===== src/design/spq_pkg.sv =====
package spq_pkg;

    // Queue depth and the key and count widths.
    localparam int CAPACITY = 16;
    localparam int CNT_W    = $clog2(CAPACITY + 1);
    localparam int KEY_W    = 32;
    localparam int OCC_W    = 5;

    // Operation codes of a command word.
    typedef enum logic {
        OP_INSERT = 1'b0,
        OP_REMOVE = 1'b1
    } t_opcode;

    // Status codes of a response word.
    typedef enum logic [1:0] {
        ST_OK    = 2'd0,
        ST_EMPTY = 2'd1,
        ST_FULL  = 2'd2
    } t_status;

    // Broadcast from the control to every cell.
    typedef struct packed {
        logic                    insert;
        logic                    remove;
        logic signed [KEY_W-1:0] key;
    } t_cell_ctl;

    // What a cell hands to its right-hand neighbor.
    typedef struct packed {
        logic signed [KEY_W-1:0] key;
        logic                    place;
    } t_link;

endpackage


===== src/design/spq_if.sv =====
// Command channel: one operation per word.
interface spq_in_if;
    import spq_pkg::*;

    logic                    valid;
    logic                    ready;
    t_opcode                 opcode;
    logic signed [KEY_W-1:0] key;

    modport source (output valid, output opcode, output key, input ready);
    modport sink   (input valid, input opcode, input key, output ready);
endinterface

// Response channel: one word per command.
interface spq_out_if;
    import spq_pkg::*;

    logic                    valid;
    logic                    ready;
    logic signed [KEY_W-1:0] removed_value;
    t_status                 status;
    logic [OCC_W-1:0]        occupancy;

    modport source (output valid, output removed_value, output status, output occupancy,
                    input ready);
    modport sink   (input valid, input removed_value, input status, input occupancy,
                    output ready);
endinterface


===== src/design/spq_cell.sv =====
module spq_cell
    import spq_pkg::*;
(
    input  logic                    i_clk,
    input  t_cell_ctl               i_ctl,
    input  logic                    i_occupied,
    input  t_link                   i_left,
    input  logic signed [KEY_W-1:0] i_right_key,
    output t_link                   o_link
);

    logic signed [KEY_W-1:0] r_key;
    logic signed [KEY_W-1:0] n_key;
    logic                    w_place;

    // The new key belongs at or before this cell if the cell is free or holds a larger key.
    // Equal keys stay ahead, so ties leave in arrival order.
    assign w_place = !i_occupied || (r_key > i_ctl.key);

    // Insert shifts right from the insertion point; remove shifts everything left.
    always_comb begin
        n_key = r_key;
        if (i_ctl.insert && w_place) begin
            n_key = i_left.place ? i_left.key : i_ctl.key;
        end else if (i_ctl.remove) begin
            n_key = i_right_key;
        end
    end

    always_ff @(posedge i_clk) begin
        r_key <= n_key;
    end

    assign o_link.key   = r_key;
    assign o_link.place = w_place;

endmodule


===== src/design/sorted_priority_queue.sv =====
// Sorted min-priority queue built from a row of CAPACITY cells.
// i_cmd carries command words: opcode OP_INSERT stores key, OP_REMOVE takes out
// the smallest stored key. Equal keys leave in the order they arrived.
// o_rsp carries one response word per command: the removed key (0 otherwise),
// a status (ok, remove while empty, insert while full) and the number of
// entries stored after the command.
// Every cell compares its key with the broadcast key and shifts in parallel, so
// a command is taken every cycle while the output register is free or being
// emptied, and its response is registered in the output register on acceptance.
// The output register is the only buffer: while the receiver stalls with a
// response pending, i_cmd.ready stays low; a command is accepted in the same
// cycle the pending response is taken.
// An insert into a full queue is dropped, a remove from an empty queue leaves
// the queue unchanged. Reset empties the queue and clears the output valid;
// the cell contents are not reset.
module sorted_priority_queue
    import spq_pkg::*;
(
    input  logic        i_clk,
    input  logic        i_rst_n,
    spq_in_if.sink      i_cmd,
    spq_out_if.source   o_rsp
);

    logic [CNT_W-1:0]        r_count;
    logic [CNT_W-1:0]        n_count;
    logic                    r_out_valid;
    logic signed [KEY_W-1:0] r_value;
    logic signed [KEY_W-1:0] n_value;
    t_status                 r_status;
    t_status                 n_status;
    logic                    w_accept;
    logic                    w_full;
    logic                    w_empty;
    t_cell_ctl               w_ctl;
    t_link                   w_link [CAPACITY];

    // Handshake: a command enters when the output register is free or being emptied.
    assign i_cmd.ready = !r_out_valid || o_rsp.ready;
    assign w_accept    = i_cmd.valid && i_cmd.ready;
    assign w_full      = (r_count == CNT_W'(CAPACITY));
    assign w_empty     = (r_count == '0);

    // Broadcast control to the cells.
    assign w_ctl.insert = w_accept && (i_cmd.opcode == OP_INSERT) && !w_full;
    assign w_ctl.remove = w_accept && (i_cmd.opcode == OP_REMOVE) && !w_empty;
    assign w_ctl.key    = i_cmd.key;

    // Row of cells; while the queue holds entries, the front cell holds the smallest key.
    for (genvar g = 0; g < CAPACITY; g++) begin : g_cell
        t_link                   w_left;
        logic signed [KEY_W-1:0] w_right_key;
        logic                    w_occupied;

        assign w_occupied = (CNT_W'(g) < r_count);

        if (g == 0) begin : g_front
            assign w_left.key   = '0;
            assign w_left.place = 1'b0;
        end else begin : g_inner
            assign w_left = w_link[g-1];
        end

        if (g == CAPACITY - 1) begin : g_back
            assign w_right_key = w_link[g].key;
        end else begin : g_mid
            assign w_right_key = w_link[g+1].key;
        end

        spq_cell u_cell (
            .i_clk       (i_clk),
            .i_ctl       (w_ctl),
            .i_occupied  (w_occupied),
            .i_left      (w_left),
            .i_right_key (w_right_key),
            .o_link      (w_link[g])
        );
    end

    // Next count and response word.
    always_comb begin
        n_count  = r_count;
        n_value  = '0;
        n_status = ST_OK;
        if (i_cmd.opcode == OP_INSERT) begin
            if (w_full) begin
                n_status = ST_FULL;
            end else begin
                n_count = r_count + 1'b1;
            end
        end else begin
            if (w_empty) begin
                n_status = ST_EMPTY;
            end else begin
                n_value = w_link[0].key;
                n_count = r_count - 1'b1;
            end
        end
    end

    // Control state.
    always_ff @(posedge i_clk) begin
        if (!i_rst_n) begin
            r_count     <= '0;
            r_out_valid <= 1'b0;
        end else begin
            if (w_accept) begin
                r_count <= n_count;
            end
            if (w_accept) begin
                r_out_valid <= 1'b1;
            end else if (o_rsp.ready) begin
                r_out_valid <= 1'b0;
            end
        end
    end

    // Response payload.
    always_ff @(posedge i_clk) begin
        if (w_accept) begin
            r_value  <= n_value;
            r_status <= n_status;
        end
    end

    assign o_rsp.valid         = r_out_valid;
    assign o_rsp.removed_value = r_value;
    assign o_rsp.status        = r_status;
    assign o_rsp.occupancy     = OCC_W'(r_count);

endmodule

===== src/flat_wrapper.sv =====
// flat-port wrapper written by rule: the top's interface ports become plain ports
module sorted_priority_queue_flat import spq_pkg::*;
  (i_clk, i_rst_n, i_cmd_valid, i_cmd_opcode, i_cmd_key, i_cmd_ready, o_rsp_valid, o_rsp_removed_value, o_rsp_status, o_rsp_occupancy, o_rsp_ready);
  spq_in_if i_cmd_i ();
  spq_out_if o_rsp_i ();
  input  logic i_clk;
  input  logic i_rst_n;
  input wire logic [$bits(i_cmd_i.valid)-1:0] i_cmd_valid;
  input wire logic [$bits(i_cmd_i.opcode)-1:0] i_cmd_opcode;
  input wire logic [$bits(i_cmd_i.key)-1:0] i_cmd_key;
  output wire logic [$bits(i_cmd_i.ready)-1:0] i_cmd_ready;
  output wire logic [$bits(o_rsp_i.valid)-1:0] o_rsp_valid;
  output wire logic [$bits(o_rsp_i.removed_value)-1:0] o_rsp_removed_value;
  output wire logic [$bits(o_rsp_i.status)-1:0] o_rsp_status;
  output wire logic [$bits(o_rsp_i.occupancy)-1:0] o_rsp_occupancy;
  input wire logic [$bits(o_rsp_i.ready)-1:0] o_rsp_ready;
  assign i_cmd_i.valid = i_cmd_valid;
  assign i_cmd_i.opcode = i_cmd_opcode;
  assign i_cmd_i.key = i_cmd_key;
  assign i_cmd_ready = i_cmd_i.ready;
  assign o_rsp_valid = o_rsp_i.valid;
  assign o_rsp_removed_value = o_rsp_i.removed_value;
  assign o_rsp_status = o_rsp_i.status;
  assign o_rsp_occupancy = o_rsp_i.occupancy;
  assign o_rsp_i.ready = o_rsp_ready;
  sorted_priority_queue u_core (.i_clk(i_clk), .i_rst_n(i_rst_n), .i_cmd(i_cmd_i), .o_rsp(o_rsp_i));
endmodule

===== config.mk =====
export PLATFORM = sky130hd
export DESIGN_NAME = sorted_priority_queue_flat
export DESIGN_NICKNAME = d
export VERILOG_FILES = /design/src/design/spq_pkg.sv /design/src/design/spq_if.sv /design/src/design/spq_cell.sv /design/src/design/sorted_priority_queue.sv /design/src/flat_wrapper.sv
export SDC_FILE = /design/constraint.sdc
export NUM_CORES = 2
export LEC_CHECK = 0
export BUFFER_PORTS_ARGS = -buffer_cell sky130_fd_sc_hd__buf_2
export CAP_MARGIN = 20
export CORE_MARGIN = 5
export CORE_UTILIZATION = 35
export CTS_CLUSTER_DIAMETER = 40
export DETAILED_ROUTE_END_ITERATION = 16
export PLACE_DENSITY_LB_ADDON = 0.08
export SYNTH_ARGS = -nofsm -noshare
export SYNTH_HDL_FRONTEND = slang
export SYNTH_SLANG_ARGS = --single-unit

===== constraint.sdc =====
create_clock -name i_clk -period 7.35 [get_ports i_clk]
set_input_delay 2.205 -clock i_clk [delete_from_list [all_inputs] [get_ports i_clk]]
set_output_delay 2.205 -clock i_clk [all_outputs]
set_load 0.005 [all_outputs]

After elaboration in Yosys (flattened, before gate mapping)
Index checks and enable logic that the tools add are counted.
- add/subtract/negate cells: 2
- $lt $le $gt $ge: 32
- bitwise logic cells: 1
- mux-type cells: 53
- reduce and logical (&&, ||, !) cells: 76
- equality and inequality tests: 3
- operators with widths (kind ; count):
    $mux 32 ; 45
    $gt 32x32->1 ; 16
    $lt 4x5->1 const A ; 8
    $reduce_bool 2->1 ; 16
    $logic_and 1x1->1 ; 21
    $lt 3x5->1 const A ; 4
    $logic_not 1->1 ; 19
    $logic_or 1x1->1 ; 17
    $mux 5 ; 3
    $lt 1x5->1 const A ; 2
    $lt 2x5->1 const A ; 2
    $add 5x1->5 const B ; 1
    $eq 5x5->1 const B ; 1
    $logic_not 5->1 ; 1
    $sub 5x1->5 const B ; 1
    $mux 2 ; 2
    $ne 2x2->1 const B ; 2
    $mux 1 ; 3
    $reduce_and 3->1 ; 1
    $reduce_or 2->1 ; 1
    $not 1->1 ; 1
- output and inout port bits: 41
- bits in registers: 552

Logic depth before layout (Yosys ltp)
- depth after elaboration: 7
- mapped depth: 13
- depth with buffers taken out: 10

Modules after synthesis
A second synthesis with hierarchy kept.
- cell total of the unflattened synthesis: 4369
- area total of the unflattened synthesis: 44741.7 um^2
- modules (own cells, without submodules) (module ; area an instance (um^2) ; times used ; cells each):
    spq_cell ; 2683.8 ; 16 ; 264
    sorted_priority_queue ; 1800.5 ; 1 ; 145

Least setup slack after synthesis
OpenSTA, ideal clock, no wires.
- path kind: input -> register
- start: in i_cmd_key[31]
- end: reg u_core.g_cell[13].u_cell.r_key[0] (enable)
- data arrival time: 6.724 ns
- cell stages on the path: 10
- required time: 6.884 ns
- slack: 0.161 ns
- cell sequence: inv_1 -> ha_1 -> nand4_1 -> nor4_1 -> nand3_1 -> or3_1 -> a41o_1 -> buf_2 -> buf_2 -> o21ai_0
- word-level cells in the longest chain between the ends: 4
- RTL lines (item ; line ; RTL):
    start, declared ; flat_wrapper.sv:10 ; input wire logic [$bits(i_cmd_i.key)-1:0] i_cmd_key;
    $gt 32x32->1 ; spq_cell.sv:18 ; assign w_place = !i_occupied || (r_key > i_ctl.key);
    $logic_or 1x1->1 ; spq_cell.sv:18 ;
    $logic_and 1x1->1 ; spq_cell.sv:23 ; if (i_ctl.insert && w_place) begin
    $reduce_bool 2->1 (no source line) ; n/a ;
    end signal, assigned ; spq_cell.sv:31 ; r_key <= n_key;
    end, declared ; spq_cell.sv:12 ; logic signed [KEY_W-1:0] r_key;
Every way passes these cells.
A chain may end at the register's enable or synchronous reset.

Worst setup path in the final report
- start: in i_cmd_key[31]
- end: reg u_core.g_cell[13].u_cell.r_key[25] (enable)
Same word-level chain as after synthesis.

==> impl_metrics.yaml <==
finish:
  layout_commonest_cell: "a21oi_1"
  insertedDiodeCount: 0
  layout_common_cells: "549 x a21oi_1, 546 x edfxtp_1, 516 x ha_1"
  drive_above_1_share: 0.126
  nFillCells: 10928
  layout.nets: 4437
  area_growth_pct: 18.8
  stdcell_count: 5480
power:
  p_comb_frac: 0.242
  switching_share: 0.315
  pwr-share-clk: 0.428
  ir_drop_v: 0.000216
  power.internal_w: 0.00978
  p_sw_w: 0.00449
  seqPwrFrac: 0.330
  p_per_area_mw_per_mm2: 309
  power_leakage_nw: 19.3
clock_tree:
  cts_max_level: 4
  cts_setup_buffers: 0
  max-clock-path-buffers: 3
  hold_buffers: 0
  numClockSinks: 552
  insertion_delay_ns: 0.73
  tritoncts: "done"
  cts_resized: 0
  clk_pin_slew_ns: 0.05
  cts_inserted_buffers: 135
  root_buffer: "clkbuf_16"
placed_design:
  port_buffers: 77
  post-place-cells: 5234
  place_congestion: 0.808
  dp_hpwl_mm: 94.2
grt:
  grt_pass1_wl_mm: 187
  grt_max_degree: 65
  grt_antenna_before_repair: 0
  grt.total_usage: 0.205
  grt_overflow: 0
  grt_pass1_vias: 30309
flow_run:
  maxCapViolations: 0
critical_path:
  rr_startpoint: "u_core.g_cell[13].u_cell.r_key[31]"
  r2r_setup_slack_ns: 3.23
  worst_r2r_path_depth: 9
  cp_max_fo: 32
  start_kind: "input port"
  cp-end-kind: "flip-flop"
  critPathRequiredTime_ns: 7.69
  crit_path_end: "u_core.g_cell[13].u_cell.r_key[25]"
  critical_path_arrival_ns: 6.11
  r2r-end: "u_core.g_cell[13].u_cell.r_key[25]"
  crit_start: "i_cmd_key[31]"
  crit_type: "input port to flip-flop"
sta:
  slew_viol_final: 0
  hold_viol_final: 0
  tightest_slew_ns: 0.929
  finalSetupTns_ns: 0
  grt_setup_unrepaired: "no"
  period_needed_ns: 5.78
  fmax_mhz: 173
  clock_skew_ns: 0.0340
  relSlewSlack: 0.377
  setup_viol: 0
  min_period_over_period: 0.786
die:
  start_util: 0.351
  core_area_mm2: 0.111
  dieArea_mm2: 0.118
  io_pins: 78
  die_w_um: 343
  die_y_um: 343
  fp-row-count: 122
drt:
  dr.pass1.iters: 5
  ant_nets: 0
  wl_per_cell_um: 22.5
  first_iter_violations: 1910
  viasPerCell: 5.45
  drc: 0
  vias: 29884
  finalWirelength_mm: 123
synthesis:
  seq_area_frac_synth: 0.425
  synth_edf_count: 546
  ys.warnings.count: 0
  synth_top_cell_area_share: 0.422
  synthCells: 3744
  synth_top_area_cell: "edfxtp_1"
  synth_area_leaders: "edfxtp_1 42%, ha_1 17%, mux2i_1 10%"
  async_flop_share: 0
  avgSynthCellArea_um2: 10.4
  synth-main-ff-cell: "edfxtp_1"
  syn_nets: 4297
  synth.distinct_cells: 79
  synth_area_mm2: 0.0388
  ys_ff_latch: 552
outcome:
  status: "completed"
min_path:
  hp-start: "u_core.o_rsp.valid"
  hold_class: "flip-flop to flip-flop"
-- Yosys cell counts, types with 20 or more instances --
| cell | n |
|---|---|
| buf_2 | 50 |
| nor2b_1 | 26 |
| a31oi_1 | 38 |
| o211ai_1 | 22 |
| mux2i_1 | 388 |
| edfxtp_1 | 546 |
| and2_1 | 39 |
| nand4_1 | 105 |
| nor2_1 | 336 |
| inv_1 | 79 |
| mux2_2 | 35 |
| o21ai_0 | 237 |
| nand3_1 | 35 |
| nand2_1 | 224 |
| a21oi_1 | 554 |
| clkbuf_1 | 131 |
| a21o_1 | 73 |
| mux2_1 | 29 |
| ha_1 | 516 |
| nor3_1 | 49 |
| nor4_1 | 21 |
| buf_4 | 20 |
-- per-stage QoR --
stage | setup WS (ns) | hold slack (ns) | area (um2) | power [W] | util
after floorplan | 0.161 | 0.522 | 38800 | 0.00702 | -
after global placement | 0.708 | 0.534 | 41500 | 0.00817 | 0.375
after detailed placement | 0.819 | 0.529 | 41500 | 0.00821 | 0.376
after CTS | 1.56 | 0.539 | 46100 | 0.0144 | 0.417
after global routing | 1.38 | 0.573 | 46100 | 0.0151 | 0.417
final | 1.57 | 0.531 | 46100 | 0.0143 | 0.417
-- cell families (layout without fill, tap and decap cells) --
logic type | count (synthesis) | count (layout) | synth area share
adders and majority gates | 516 | 516 | 0.166
buffers and inverters | 291 | 539 | 0.0324
xor gates and xnor gates | 4 | 4 | 0.000902
AOI/OAI and AO/OA | 1038 | 1038 | 0.151
muxes | 452 | 452 | 0.119
DFF | 552 | 552 | 0.425
and+or+nand+nor | 891 | 891 | 0.106
-- per-layer routing --
metal	vias up	wire length, um	share of wire	global-route usage
met2	561	55800	0.45	0.324
li1	14606	-	-	-
met5	-	0	0	0
met1	14579	60800	0.49	0.298
met3	138	4580	0.037	0.0277
met4	0	2090	0.017	0.0506
-- worst min-delay path by stage --
stage | endpoint | slack [ns] | cells after the start
3_3_place_gp | u_core.o_rsp.valid | 0.53 | 2
5_1_grt | u_core.o_rsp.valid | 0.57 | 2
3_5_place_dp | u_core.o_rsp.valid | 0.53 | 2
6_report | u_core.o_rsp.valid | 0.53 | 2
4_1_cts | u_core.o_rsp.valid | 0.54 | 2
2_1_floorplan | u_core.g_cell[12].u_cell.r_key[0] | 0.52 | 2
-- power by group through the flow --
stage	combinational (W)	sequential, W	clock [W]
floorplan	0.00245	0.00457	0
global placement	0.00339	0.00477	0
detailed placement	0.00345	0.00476	0
CTS	0.00346	0.00471	0.00623
global route	0.00390	0.00476	0.00640
finish	0.00346	0.00471	0.00610
-- flip-flops by register name (all words and copies together), names as in the netlist --
register	cells
u_core.o_rsp.status	2
u_core.o_rsp.occupancy	5
u_core.g_cell.u_cell.r_key	512
u_core.o_rsp.valid	1
u_core.o_rsp.removed_value	32
-- worst max-delay path: stages --
cell and delay, ns:
buf_2 0.30, inv_1 0.28, ha_1 0.49, nand4_1 0.19, nor4_1 0.75, nand3_1 0.17
or3_1 0.42, a41o_2 0.44, buf_12 0.26, o21ai_4 0.12, buf_4 0.44
-- layout make-up --
type	count	area, um2	share of cell area
Clock inverter	86	972	0.0211
Multi-Input combinational cell	2901	21300	0.462
Sequential cell	552	16500	0.358
Tap cell	1488	1860	0.0404
Clock buffer	159	3620	0.0784
Timing Repair Buffer	215	1540	0.0333
Inverter	79	297	0.00643
(Power assumes the default switching activity.)
